===== src/design/imu_gyro_bias_calibrator_assert.svh =====
// Assertion macros shared by the gyro bias calibrator RTL.
// No dependencies; synthesis sees only empty macro bodies.
`ifndef IMU_GYRO_BIAS_CALIBRATOR_ASSERT_SVH
`define IMU_GYRO_BIAS_CALIBRATOR_ASSERT_SVH

`ifndef SYNTHESIS

// Same-cycle implication, checked while out of reset.
`define IGBC_ASSERT_IMP(lbl, ck, rstn, ante, cons) \
  lbl: assert property (@(posedge ck) disable iff (!(rstn)) (ante) |-> (cons)) \
    else $error("assertion failed: same-cycle implication");

// Next-cycle implication, checked while out of reset.
`define IGBC_ASSERT_NXT(lbl, ck, rstn, ante, cons) \
  lbl: assert property (@(posedge ck) disable iff (!(rstn)) (ante) |=> (cons)) \
    else $error("assertion failed: next-cycle implication");

`else

`define IGBC_ASSERT_IMP(lbl, ck, rstn, ante, cons)
`define IGBC_ASSERT_NXT(lbl, ck, rstn, ante, cons)

`endif

`endif


===== src/design/imu_gbc_pkg.sv =====
// Package for the gyro bias calibrator: word types and fixed scaling constants.
// No dependencies.
package imu_gbc_pkg;

  localparam int unsigned SAMPLE_W   = 16;
  // 64 / 65.5 in Q0.16, rounded.
  localparam int unsigned RATE_MUL   = 64035;
  localparam int unsigned RATE_SHIFT = 16;

  typedef struct packed {
    logic signed [SAMPLE_W-1:0] accel_x;
    logic signed [SAMPLE_W-1:0] accel_y;
    logic signed [SAMPLE_W-1:0] accel_z;
    logic signed [SAMPLE_W-1:0] gyro_x;
    logic signed [SAMPLE_W-1:0] gyro_y;
    logic signed [SAMPLE_W-1:0] gyro_z;
  } in_word_t;

  typedef struct packed {
    logic signed [SAMPLE_W-1:0] accel_x_g;
    logic signed [SAMPLE_W-1:0] accel_y_g;
    logic signed [SAMPLE_W-1:0] accel_z_g;
    logic signed [SAMPLE_W-1:0] rate_x_dps;
    logic signed [SAMPLE_W-1:0] rate_y_dps;
    logic signed [SAMPLE_W-1:0] rate_z_dps;
    logic                       rate_valid;
  } out_word_t;

endpackage


===== src/design/imu_gyro_bias_calibrator.sv =====
// Top level of the IMU gyro bias calibrator.
// Depends on imu_gbc_pkg, imu_gbc_axis and imu_gyro_bias_calibrator_assert.svh.
//
//   channel | ports                           | word
//   --------+---------------------------------+-------------------------------
//   input   | in_valid, in_stall, in_data     | in_word_t: 3 accel, 3 gyro
//   output  | out_valid, out_stall, out_data  | out_word_t: 3 g, 3 dps, flag
//
// Throughput is one word per clock while out_stall is low. A word accepted into the
// input register is corrected and scaled into the result register once that register
// can take it; out_valid rises as the result register is loaded, and the word
// leaves once out_stall is low. Reset (synchronous, rst_n low) empties both stages
// and restarts calibration. A stalled result holds in the result register while the
// input register still takes one more word, so in_stall rises only when both stages
// are full and out_stall is high.
module imu_gyro_bias_calibrator
  import imu_gbc_pkg::*;
#(
  parameter int unsigned DISCARD_SAMPLES = 32,
  parameter int unsigned AVERAGE_LOG2    = 5
) (
  input  logic      clk,
  input  logic      rst_n,
  input  logic      in_valid,
  output logic      in_stall,
  input  in_word_t  in_data,
  output logic      out_valid,
  input  logic      out_stall,
  output out_word_t out_data
);

`include "imu_gyro_bias_calibrator_assert.svh"

  // The count runs through the discard and averaging windows and then parks
  // at CAL_END, where every further word is corrected.
  localparam int unsigned CAL_END = DISCARD_SAMPLES + (1 << AVERAGE_LOG2);
  localparam int unsigned CNT_W   = $clog2(CAL_END + 1);
  localparam int unsigned SUM_W   = SAMPLE_W + AVERAGE_LOG2;
  localparam logic [CNT_W-1:0] CNT_DISC = CNT_W'(DISCARD_SAMPLES);
  localparam logic [CNT_W-1:0] CNT_END  = CNT_W'(CAL_END);

  logic [CNT_W-1:0]        cnt_r, cnt_nxt;
  logic signed [SUM_W-1:0] sum_x_r, sum_y_r, sum_z_r;
  logic signed [SUM_W-1:0] sum_x_nxt, sum_y_nxt, sum_z_nxt;

  logic      s1_vld_r;
  in_word_t  s1_data_r;
  logic      s1_cor_r;
  logic      out_vld_r;
  out_word_t out_data_r;

  logic      in_acc;
  logic      s1_adv;
  logic      cor_now;
  out_word_t res;

  // The result register moves when it is empty or its word is being taken;
  // the input register moves whenever the result register can take its word.
  assign s1_adv   = s1_vld_r && (!out_vld_r || !out_stall);
  assign in_stall = s1_vld_r && !s1_adv;
  assign in_acc   = in_valid && !in_stall;

  // Calibration state is updated as each word is accepted, so the sums are
  // final by the time the first corrected word reaches the correction stage.
  always_comb begin
    cnt_nxt   = cnt_r;
    sum_x_nxt = sum_x_r;
    sum_y_nxt = sum_y_r;
    sum_z_nxt = sum_z_r;
    cor_now   = 1'b0;
    priority if (cnt_r < CNT_DISC) begin
      cnt_nxt = cnt_r + 1'b1;
    end else if (cnt_r < CNT_END) begin
      cnt_nxt   = cnt_r + 1'b1;
      sum_x_nxt = sum_x_r + SUM_W'(in_data.gyro_x);
      sum_y_nxt = sum_y_r + SUM_W'(in_data.gyro_y);
      sum_z_nxt = sum_z_r + SUM_W'(in_data.gyro_z);
    end else begin
      cor_now = 1'b1;
    end
  end

  always_ff @(posedge clk) begin
    if (!rst_n) begin
      cnt_r   <= '0;
      sum_x_r <= '0;
      sum_y_r <= '0;
      sum_z_r <= '0;
    end else if (in_acc) begin
      cnt_r   <= cnt_nxt;
      sum_x_r <= sum_x_nxt;
      sum_y_r <= sum_y_nxt;
      sum_z_r <= sum_z_nxt;
    end
  end

  // Input register.
  always_ff @(posedge clk) begin
    if (!rst_n) begin
      s1_vld_r <= 1'b0;
    end else if (in_acc) begin
      s1_vld_r <= 1'b1;
    end else if (s1_adv) begin
      s1_vld_r <= 1'b0;
    end
  end

  always_ff @(posedge clk) begin
    if (in_acc) begin
      s1_data_r <= in_data;
      s1_cor_r  <= cor_now;
    end
  end

  // Correction per axis; the acceleration words pass straight through.
  imu_gbc_axis #(.AVERAGE_LOG2(AVERAGE_LOG2)) u_axis_x (
    .en(s1_cor_r), .raw(s1_data_r.gyro_x), .sum(sum_x_r), .rate(res.rate_x_dps)
  );
  imu_gbc_axis #(.AVERAGE_LOG2(AVERAGE_LOG2)) u_axis_y (
    .en(s1_cor_r), .raw(s1_data_r.gyro_y), .sum(sum_y_r), .rate(res.rate_y_dps)
  );
  imu_gbc_axis #(.AVERAGE_LOG2(AVERAGE_LOG2)) u_axis_z (
    .en(s1_cor_r), .raw(s1_data_r.gyro_z), .sum(sum_z_r), .rate(res.rate_z_dps)
  );

  assign res.accel_x_g  = s1_data_r.accel_x;
  assign res.accel_y_g  = s1_data_r.accel_y;
  assign res.accel_z_g  = s1_data_r.accel_z;
  assign res.rate_valid = s1_cor_r;

  // Result register.
  always_ff @(posedge clk) begin
    if (!rst_n) begin
      out_vld_r <= 1'b0;
    end else if (s1_adv) begin
      out_vld_r <= 1'b1;
    end else if (!out_stall) begin
      out_vld_r <= 1'b0;
    end
  end

  always_ff @(posedge clk) begin
    if (s1_adv) begin
      out_data_r <= res;
    end
  end

  assign out_valid = out_vld_r;
  assign out_data  = out_data_r;

  // A corrected word can only come out once calibration has finished.
  `IGBC_ASSERT_IMP(a_valid_after_cal, clk, rst_n,
                   out_vld_r && out_data_r.rate_valid, cnt_r == CNT_END)
  // The sample count parks at the end of calibration and never passes it.
  `IGBC_ASSERT_IMP(a_cnt_bound, clk, rst_n, 1'b1, cnt_r <= CNT_END)
  // Once calibration is done the bias sums are frozen.
  `IGBC_ASSERT_NXT(a_sum_frozen, clk, rst_n, cnt_r == CNT_END,
                   $stable(sum_x_r) && $stable(sum_y_r) && $stable(sum_z_r))
  // The input side only stalls when both the input and the result register hold a word.
  `IGBC_ASSERT_IMP(a_stall_full, clk, rst_n, in_stall, s1_vld_r && out_vld_r)

endmodule


===== src/design/imu_gbc_axis.sv =====
// One gyro axis: bias removal, saturation and scaling to dps times 64.
// Depends on imu_gbc_pkg.
module imu_gbc_axis
  import imu_gbc_pkg::*;
#(
  parameter int unsigned AVERAGE_LOG2 = 5
) (
  input  logic                                  en,
  input  logic signed [SAMPLE_W-1:0]            raw,
  input  logic signed [SAMPLE_W+AVERAGE_LOG2-1:0] sum,
  output logic signed [SAMPLE_W-1:0]            rate
);

  localparam int unsigned SUM_W  = SAMPLE_W + AVERAGE_LOG2;
  localparam int unsigned NUM_W  = SUM_W + 1;
  localparam int unsigned MUL_W  = SAMPLE_W + 17;
  localparam logic signed [NUM_W-1:0] RND_DN = NUM_W'((1 << AVERAGE_LOG2) - 1);
  localparam logic signed [NUM_W-1:0] SAT_HI = NUM_W'((1 << (SAMPLE_W - 1)) - 1);
  localparam logic signed [NUM_W-1:0] SAT_LO = -(NUM_W'(1 << (SAMPLE_W - 1)));
  localparam logic signed [16:0]      MUL_K  = 17'(RATE_MUL);
  localparam logic signed [MUL_W-1:0] HALF   = MUL_W'(1 << (RATE_SHIFT - 1));

  logic signed [NUM_W-1:0]    num;
  logic signed [NUM_W-1:0]    num_adj;
  logic signed [NUM_W-1:0]    quo;
  logic signed [SAMPLE_W-1:0] quo_sat;
  logic signed [MUL_W-1:0]    prod;

  always_comb begin
    // Difference of the sample, scaled by the window length, and the sum.
    num     = (NUM_W'(raw) <<< AVERAGE_LOG2) - NUM_W'(sum);
    // Dividing by the window truncates toward zero: bias negatives up first.
    num_adj = num + (num[NUM_W-1] ? RND_DN : '0);
    quo     = num_adj >>> AVERAGE_LOG2;
    if (quo > SAT_HI) begin
      quo_sat = SAT_HI[SAMPLE_W-1:0];
    end else if (quo < SAT_LO) begin
      quo_sat = SAT_LO[SAMPLE_W-1:0];
    end else begin
      quo_sat = quo[SAMPLE_W-1:0];
    end
    // Round half up, then an arithmetic shift is the floor in both signs.
    prod = (MUL_W'(quo_sat) * MUL_W'(MUL_K)) + HALF;
    rate = en ? prod[RATE_SHIFT+SAMPLE_W-1:RATE_SHIFT] : '0;
  end

endmodule


===== config.mk =====
export PLATFORM = sky130hd
export DESIGN_NAME = imu_gyro_bias_calibrator
export DESIGN_NICKNAME = d
export VERILOG_FILES = /design/src/design/imu_gbc_pkg.sv /design/src/design/imu_gyro_bias_calibrator.sv /design/src/design/imu_gbc_axis.sv
export VERILOG_INCLUDE_DIRS = /design/src /design/src/design
export SDC_FILE = /design/constraint.sdc
export NUM_CORES = 1
export LEC_CHECK = 0
export BUFFER_PORTS_ARGS = -buffer_cell sky130_fd_sc_hd__buf_2
export CAP_MARGIN = 20
export CORE_MARGIN = 8
export CORE_UTILIZATION = 38
export DETAILED_ROUTE_END_ITERATION = 10
export SLEW_MARGIN = 40
export SYNTH_ARGS = -nofsm -noshare
export SYNTH_HDL_FRONTEND = slang
export SYNTH_SLANG_ARGS = --single-unit

===== constraint.sdc =====
create_clock -name clk -period 10.9 [get_ports clk]
set_input_delay 1.635 -clock clk [delete_from_list [all_inputs] [get_ports clk]]
set_output_delay 1.635 -clock clk [all_outputs]
set_load 0.02 [all_outputs]

[After elaboration in Yosys (flattened, before gate mapping)]
Cells that the tools add are included.
Word-level totals
  register bits: 266
  bits in latches: 0
  RAM bits: 0
  bits in read-only memories: 0
  input port bits: 100
  output and inout bits: 99
  logic and storage cells: 74
  memories: 0
Operators by class
  add/sub/neg operators: 13
  $mul: 3
  div/mod/pow operators: 0
  magnitude comparators: 8
  equality and inequality tests: 1
  shift-type cells: 0
  mux-type cells: 16
  bitwise gates (word level): 1
  reductions and logical operators: 12
Operators with widths (count)
  32-bit by 17-bit adder with 32-bit output (second input constant): 3
  16-bit by 17-bit multiplier with 32-bit output (second input constant): 3
  16-bit 2-to-1 mux: 6
  22-bit by 5-bit adder with 22-bit output: 3
  21-bit by 21-bit subtractor with 22-bit output: 3
  21-bit by 16-bit adder with 21-bit output: 3
  17-bit by 16-bit greater-than comparator with 1-bit output (second input constant): 3
  17-bit by 16-bit less-than comparator with 1-bit output (second input constant): 3
  5-bit 2-to-1 mux: 3
  7-bit 2-to-1 mux: 2
  7-bit by 1-bit adder with 7-bit output (second input constant): 1
  7-bit by 6-bit less-than comparator with 1-bit output (second input constant): 1
  7-bit less-than comparator (second input constant): 1
  1-bit 2-to-1 mux: 5
  1-bit zero test: 4
  2-bit nonzero test: 2
  1-bit logical AND: 3
  3-bit AND reduction: 1
  2-bit by 1-bit inequality test with 1-bit output (second input constant): 1
  2-bit AND reduction: 1
  1-bit logical OR: 1
  1-bit inverter: 1

[Longest topological paths before layout]
Gate-level depths: netlist (run 1).
  depth after elaboration: 8
  gate-level depth with buffers: 38
  mapped depth without buffers: 35

[Cells and area by module]
From an unflattened synthesis (run 1), not the netlist that was laid out.
Unflattened totals
  cell total of the unflattened synthesis: 3036
  area total of the unflattened synthesis: 29933.7 um^2
Modules (own cells, without submodules)
  imu_gyro_bias_calibrator: times used 1, cells each 879, area each 11375.9 um^2, sequential area each 7267.0 um^2
  imu_gbc_axis (u_axis_x): times used 1, cells each 732, area each 6254.7 um^2, sequential area each 0.0 um^2
  imu_gbc_axis (u_axis_y): times used 1, cells each 714, area each 6177.2 um^2, sequential area each 0.0 um^2
  imu_gbc_axis (u_axis_z): times used 1, cells each 711, area each 6125.9 um^2, sequential area each 0.0 um^2

[Worst setup path after synthesis (run 1)]
OpenSTA, ideal clock, no wires.
  kind: in2reg
  start point: input port out_stall
  end point: register out_data_r, in the netlist out_data[0] (enable)
  setup time: 700 ps
  arrival: 8667 ps
  required time: 10200 ps
  path slack: 1533 ps
  stages: 1
  buffers on the path: 0
  cell sequence: a21boi_0
Between the ends
  longest elaborated chain between the ends: 3
Ends and longest elaborated chain
  start, declared: RTL line imu_gyro_bias_calibrator.sv:28  | input logic out_stall,
  1-bit zero test
  1-bit logical OR: RTL line imu_gyro_bias_calibrator.sv:59  | assign s1_adv = s1_vld_r && (!out_vld_r || !out_stall);
  1-bit logical AND: RTL line imu_gyro_bias_calibrator.sv:59
  end signal, assigned: RTL line imu_gyro_bias_calibrator.sv:144  | out_data_r <= res;
  end, declared: RTL line imu_gyro_bias_calibrator.sv:50  | out_word_t out_data_r;
Every way passes these cells.
A chain may end at the register's enable or synchronous reset.

[Final worst setup path (run 1)]
  start point: register sum_y_r[5]
  end point: register out_data_r, in the netlist out_data[32] (data pin)
Between the ends
  longest elaborated chain between the ends: 8
  elaborated cells on any way between the ends: 9
  those cells by class: add/sub: 3; mul: 1; order compare: 2; mux: 3
Ends and longest elaborated chain
  start, declared: RTL line imu_gyro_bias_calibrator.sv:43  | logic signed [SUM_W-1:0] sum_x_r, sum_y_r, sum_z_r;
  start signal, assigned: RTL line imu_gyro_bias_calibrator.sv:92  | sum_y_r <= sum_y_nxt;
  21-bit by 21-bit subtractor with 22-bit output (*): RTL line imu_gbc_axis.sv:31  | num = (NUM_W'(raw) <<< AVERAGE_LOG2) - NUM_W'(sum);
  5-bit 2-to-1 mux: RTL line imu_gbc_axis.sv:33  | num_adj = num + (num[NUM_W-1] ? RND_DN : '0);
  22-bit by 5-bit adder with 22-bit output (*): RTL line imu_gbc_axis.sv:33
  17-bit by 16-bit less-than comparator with 1-bit output: RTL line imu_gbc_axis.sv:37  | end else if (quo < SAT_LO) begin
  16-bit 2-to-1 mux: RTL line imu_gbc_axis.sv:37
  16-bit 2-to-1 mux (*): RTL line imu_gbc_axis.sv:35  | if (quo > SAT_HI) begin
  16-bit by 17-bit multiplier with 32-bit output (*): RTL line imu_gbc_axis.sv:43  | prod = (MUL_W'(quo_sat) * MUL_W'(MUL_K)) + HALF;
  32-bit by 17-bit adder with 32-bit output (*): RTL line imu_gbc_axis.sv:43
Mark *: on every way between the ends. The rest lies on a longest branch, timed or not.

==> results.txt, run 1 <==
The run finished with clean final reports. The count of vias placed by the detailed router came out at approximately 21,000. The path class of the tightest hold or removal check is reg -> reg.

The total congestion overflow after global routing came out at 0. The global-route wire length before repair came out at 106 mm. The synthesized flop and latch total came out at roughly 270. The via count normalized by instance count is 5.01. The register-to-register setup slack came out at 1330 ps. The tool flagged a number of max-cap violations equal to 0.

The clock latency at the later pin of the worst-skew pair is 570 ps. The cell depth of the worst flop-to-flop path is 34. The worst clock skew is between 20 and 25 ps. The count of final setup violators is 0.

The worst-case setup slack after placement is 1420 ps. The maximum number of pins on one net before global-route repair is approximately 100. The worst setup path is captured at a flip-flop. The post-synthesis cell count came out at 2,894. The post-DP HPWL came out at 53.5 mm. Summing all placed instances gives a cell area of 31,000 sq um. The clock tree from TritonCTS is yes. Setup repair after global routing left no endpoint under its margin. The all-layer global routing usage came out at 15.1%. The post-CTS setup-driven buffer insertion count is 0. Row generation in the floorplan step produced 101 rows. The worst setup path category is reg -> reg. The CTS sink count is 266. The DRC marker count from the first detailed-route iteration is 891. Summed over all failing endpoints, the final setup total negative slack is 0 ps. After detailed routing, the number of remaining DRC violations is 0.

In the synthesized netlist the dominant register cell turns out to be sky130_fd_sc_hd__edfxtp_1. The via count of the first global-routing pass came to 20,500. The number of nets in the synthesized netlist is roughly 3,700. In the final routed layout, each cell accounts on average for 15.8 um. The number of I/O port buffers is 198. The highest fanout seen on the critical path is 7.

The total die area is roughly 85,000 sq um. The kind of cell with the highest combined delay along the critical path is adder cells. At the pin with the least slew margin, the transition time is 786 ps.

The number of distinct library cells after synthesis came out at 94. The number of gates on the worst path with buffers counted came out at 34. The congestion estimate from routability-driven global placement came to 0.857. The number of buffers and inverters on the critical path came out at 6.

The maximum operating frequency is 0.104 GHz. The worst-case setup margin in the final layout is 1330 ps. The count of H-tree levels built during CTS is 2. Of the post-synthesis cell area, the dominant cell type holds 22.5%. The worst path required time came out at about 11,000 ps. The fraction of layout cells with a size suffix above 1 came out at roughly a tenth. The largest stage delay on the critical path is 590 ps. The sequential share of the synthesized area came out at between 20% and 30%. The overall die width came out at around 290 um. The total wirelength of the detailed-routed design came out at 64.9 mm. The synthesized design contains 194 enable-type register cells.

The clock-pin slew on the worst setup and hold paths came out at ~60 ps. In this run, post-CTS hold repair placed 0 buffers. The vertical extent of the die came out at 291 um. The synthesized area divided by synthesized cell count came out at 9.95 sq um. For this run, the number of Yosys warnings is 0.

The multi-input combinational cells in the finished layout cover a total of 19,600 sq um. The number of standard cells in the layout, taps in and fillers out came out at between 4,000 and 5,000. The region available for standard cell placement spans about 75,000 sq um.

The remaining antenna violation count is 0. The initial antenna violation count is 9. Among all cell types in the netlist, the one instantiated most often is sky130_fd_sc_hd__ha_1.

The critical path data arrival time came out at 9870 ps. In this run the clock root is driven by a sky130_fd_sc_hd__clkbuf_16. The placed instance count came out at roughly 4,000. The final instance area came out at 32,200 sq um. The slowest stage of the critical path is the sky130_fd_sc_hd__or4_1 cell.

The number of fillers in the final layout came out at 7,427. The net count reported at finish is 3,949. The async set or reset register ratio after synthesis is 0%.

The number of gates resized after CTS was 0. For this configuration, the core starts out at a cell density of a little under two fifths. The number of I/O pins is between 150 and 200. The final cycle utilization of the critical path is 87.8%. The count of final hold-check violations was 0. The worst hold path passes through 0 cells.

The tightest slew margin relative to the limit is a little under half. The final critical-path required period came out at 9570 ps. By count the netlist is led by 518 x sky130_fd_sc_hd__ha_1, 468 x sky130_fd_sc_hd__inv_1, 228 x sky130_fd_sc_hd__fa_1. The number of buffers created by CTS is 34. The maximum number of buffers from clock root to sink came out at 3. The most area-hungry cell type in the Yosys netlist is sky130_fd_sc_hd__ha_1. STA classifies the critical path startpoint as a flip-flop.

The area taken by flip-flops and latches came out at 7270 sq um. Sorting the synthesized cells by area gives the leading types as sky130_fd_sc_hd__ha_1 23%, sky130_fd_sc_hd__edfxtp_1 20%, sky130_fd_sc_hd__fa_1 16%. In this run the cell area of the synthesized design comes to roughly 29,000 sq um. Before antenna repair, the detailed router went through 5 iterations.

The layout overhead on the synthesized area came out at 12.0%. The number of max-slew violations in the final report is 0.
-- worst register-to-register path: cells and delay by family (launching register included) --
family / cells / cell delay [ps]
AOI/OAI and AO/OA: 11 / 2720
adders and majority gates: 8 / 3450
buffers and inverters: 6 / 440
DFF: 1 / 340
muxes: 1 / 100
and+or+nand+nor: 8 / 2280
-- placed cells by master, fill, tap and decap left out, types with 36 or more instances in the layout --
cell | synthesis | layout
sky130_fd_sc_hd__o21ai_0 | 116 | 115
sky130_fd_sc_hd__a21o_1 | 42 | 42
sky130_fd_sc_hd__ha_1 | 518 | 518
sky130_fd_sc_hd__nor3_1 | 54 | 53
sky130_fd_sc_hd__and2_1 | 70 | 70
sky130_fd_sc_hd__nor2b_1 | 37 | 36
sky130_fd_sc_hd__nor2_1 | 126 | 126
sky130_fd_sc_hd__a21oi_1 | 126 | 126
sky130_fd_sc_hd__xnor2_1 | 108 | 108
sky130_fd_sc_hd__nand3_1 | 43 | 43
sky130_fd_sc_hd__xor2_1 | 52 | 52
sky130_fd_sc_hd__dfxtp_1 | 72 | 72
sky130_fd_sc_hd__nand2_1 | 165 | 164
sky130_fd_sc_hd__edfxtp_1 | 194 | 194
sky130_fd_sc_hd__inv_1 | 468 | 468
sky130_fd_sc_hd__fa_1 | 228 | 228
sky130_fd_sc_hd__buf_2 | 5 | 198
-- final cells by class --
class	instances	share of cell area (%)
multi-input combinational	2110	60.8
sequential	266	22.5
inverter	470	5.48
tap	978	3.80
timing repair buffer	221	3.67
clock buffer	38	2.78
clock inverter	24	0.901
antenna	2	0.0155
-- stage by stage --
stage | hold WS, ps | util [%]
finish | 400 | 42.7
global route | 415 | 42.7
CTS | 395 | 42.7
detailed placement | 405 | 41.1
global placement | 400 | 41.1
floorplan | 400 | -
-- flip-flops by register name (all words and copies together), names as in the netlist --
register / flops
s1_data_r: 48
out_valid: 1
res: 48
sum_z_r: 21
cnt_r: 7
sum_x_r: 21
s1_vld_r: 1
s1_cor_r: 1
out_data: 97
sum_y_r: 21
-- worst paths after layout --
path	startpoint	end
min reg2reg	res[51]$_DFFE_PP_	out_data[51]$_DFFE_PP_
max reg2reg	sum_y_r[5]$_SDFFE_PN0P_	out_data[32]$_SDFFCE_PN0P_
min	res[51]$_DFFE_PP_	out_data[51]$_DFFE_PP_
max	sum_y_r[5]$_SDFFE_PN0P_	out_data[32]$_SDFFCE_PN0P_
-- cell families after synthesis --
| kind of cell | synth area share (%) |
|---|---|
| DFF | 25.2 |
| buffers and inverters | 6.82 |
| adders and majority gates | 38.4 |
| other | 0.0130 |
| AOI/OAI and AO/OA | 12.1 |
| muxes | 0.322 |
| xor gates and xnor gates | 4.87 |
| and+or+nand+nor | 12.3 |
-- per-layer routing --
layer	global-route usage [%]	share of wire, %	vias to the layer above
met5	0	0.018	-
met4	3.68	2.2	2
met3	2.65	4.2	73
met2	24.7	45	300
met1	20.7	48	9734
li1	-	-	10500
Power of run 1 is not shown: default switching activity piles up to over one toggle a cycle in this logic, so the estimate is an artifact.
==> run 2, diff against run 1 <==
- GPL_TIMING_DRIVEN: not set -> 0
- REMOVE_ABC_BUFFERS: not set -> 1
==> run 2 against run 1 <==
First-iteration DRC count increased by 3.0%. Register-to-register slack got worse by 570 ps. Via count decreased by 1.0%. Utilization increased by 0.20 points. Count of clock-buffer cells in the layout increased by 13. Die area unchanged. Design area increased by 0.47%. Clock skew increased by 3.2 ps. Sequential share of layout area decreased by 0.10 points. Routed wire length decreased by 2.5%. Worst hold slack improved by 13 ps. Critical path type unchanged. Critical endpoint unchanged. Highest routed layer unchanged.
==> results.txt, run 2 (synthesis gave the netlist of run 1 again) <==
The first global-routing pass estimated 105 mm of wire. Across the run, the number of max-cap violations was 0. At the pin with the least slew margin, the transition time is between 800 and 900 ps. The via count normalized by instance count came out at 4.96. Measured along the x axis, the die boundary spans a little under 300 um.

The run finished with clean final reports. Summed over all layers, the global routing overflow is 0. The cell sitting at the root of the clock tree is a sky130_fd_sc_hd__clkbuf_16. The cell depth of the worst flop-to-flop path is 33. The worst-case setup margin in the final layout is 755 ps. The maximum number of buffers from clock root to sink is 3. Setup violations remaining at the end of the flow were counted as 0. Cells fill 42.9% of the core in the end. The all-layer global routing usage came out at 14.9%. The remaining antenna violation count came out at 0. The total wirelength of the detailed-routed design is 63.3 mm.

The layout overhead on the synthesized area came out at 12.5%. The maximum number of pins on one net before global-route repair is 80. The site row count is 101. Measured along the y axis, the die boundary spans roughly 290 um. Before CTS, the worst setup slack after placement is approximately 500 ps. The via count of the first global-routing pass is 20,600. The worst setup path is captured at a flip-flop. Of all nets on the critical path, the largest fanout is 7. Setup repair after global routing left no endpoint under its margin. The worst setup path is of the reg -> reg kind. The number of max-slew violations in the final report is 0. The net count reported at finish came out at just under 4,000. After layout, the worst path uses 93.1% of the clock period.

For the worst setup path, the data required time is roughly 11,000 ps. The clock-pin slew on the worst setup and hold paths is 60 ps. The count of H-tree levels built during CTS is 2. Leaving out fill and tap cells, the most frequent cell in the layout is sky130_fd_sc_hd__ha_1. Dividing the detail-routed wire length by the instance count gives between 15 and 20 um. The layout has 7,294 filler cells.

The min-delay analysis places its worst path in the category reg -> reg. The count of final hold-check violations came out at 0. The top cell types in the final layout, fill and taps aside, are 518 x sky130_fd_sc_hd__ha_1, 468 x sky130_fd_sc_hd__inv_1, 228 x sky130_fd_sc_hd__fa_1, 198 x sky130_fd_sc_hd__buf_2, 194 x sky130_fd_sc_hd__edfxtp_1. The initial antenna violation count came out at 5.

The largest stage delay on the critical path is 590 ps. The wire-length estimate of the detail-placed layout is approximately 52 mm. The number of buffers created by CTS came out at 35.

The fraction of layout cells with a size suffix above 1 came out at 10.7%. The total of hold buffers inserted after clock tree synthesis is 0. The DRC marker count from the first detailed-route iteration is 918.

Between clock sinks in the finished design, the worst skew comes to between 20 and 30 ps. The final weighted congestion of routability-driven global placement is 0.854. The CTS sink count came out at 266. The worst pin sits at a relative slew slack of 45.7%. The number of design rule violations left after detail routing came out at 0.

The core region is 75,400 sq um. Once the floorplan was initialized, standard cells occupied 38.2% of the core. The maximum operating frequency is a little under 0.1 GHz. The critical path data arrival time came out at 10,480 ps. TritonCTS built the clock tree. The total die area is 84,800 sq um.

The number of I/O pins is 199. The cell type of the slowest stage on the worst timing path is sky130_fd_sc_hd__or4_1. Clock latency on the worst-skew pair, taken at its later pin, is 560 ps. The flip-flop count of the largest register after layout came out at between 90 and 100. The worst hold path depth is 0. The number of iterations in the first detailed-routing pass came out at 7. STA classifies the critical path startpoint as a flip-flop.

Post-CTS timing repair inserted 0 buffers for setup. The number of I/O port buffers came out at 198. The count of vias placed by the detailed router came out at roughly 20,000. The worst path in the final design needs a cycle of slightly above 10,000 ps, including I/O delays and setup.
==> run 2: cell types whose count changed in the layout (fill, tap and decap cells not counted), sizes merged <==
cell | before | now
clkinvlp | 4 | 0
bufinv | 3 | 2
diode | 2 | 1
clkinv | 14 | 8
clkbuf | 38 | 51
inv | 473 | 472
buf | 221 | 215
==> run 2: cell type report <==
type	count	area, sq um	area share [%]
sequential	266	7270	22.4
timing repair buffer	215	1310	4.03
antenna	1	2.50	0.00773
tap	978	1220	3.78
multi-input combinational	2110	19600	60.6
clock buffer	51	1020	3.14
inverter	470	1770	5.46
clock inverter	12	164	0.506
==> run 2: path summary, 6_finish.rpt <==
path,start,to,slack [ps]
setup / recovery,sum_y_r[6]$_SDFFE_PN0P_,out_data[32]$_SDFFCE_PN0P_,750
hold / removal,res[81]$_DFFE_PP_,out_data[81]$_DFFE_PP_,410
setup reg to reg,sum_y_r[6]$_SDFFE_PN0P_,out_data[32]$_SDFFCE_PN0P_,750
hold reg to reg,res[81]$_DFFE_PP_,out_data[81]$_DFFE_PP_,410
==> run 2: worst max-delay path: cells and delay by family (launching register included) <==
family / cells / cell delay (ps)
AOI/OAI and AO/OA: 13 / 3440
adders and majority gates: 8 / 3490
buffers and inverters: 5 / 290
DFF: 1 / 370
muxes: 1 / 360
and+or+nand+nor: 6 / 1960
==> run 2: per-stage QoR <==
| stage | area (sq um) | setup TNS [ps] | hold slack (ps) | cells |
|---|---|---|---|---|
| finish | 32400 | 0 | 413 | 4103 |
| global route | 32400 | 0 | 417 | 4102 |
| CTS | 32300 | 0 | 414 | 4102 |
| detailed placement | 31200 | 0 | 405 | 4039 |
| global placement | 30800 | -457050 | 400 | 4022 |
| floorplan | 28600 | 0 | 400 | 2846 |
==> run 2: metal layers <==
| metal | up-vias | GRT usage (%) | wire [um] |
|---|---|---|---|
| met1 | 9558 | 20.6 | 31200 |
| li1 | 10400 | - | - |
| met2 | 290 | 24.1 | 28100 |
| met4 | 4 | 3.69 | 1400 |
| met3 | 77 | 2.48 | 2560 |
| met5 | - | 0 | 26 |
==> run 2: timing repair <==
item                                    in CTS  in global routing
resized for setup                            0                  2
endpoints found under the hold margin        0                  0
endpoints found under the setup margin       0                  3
Power of run 2 is left out for the same reason.
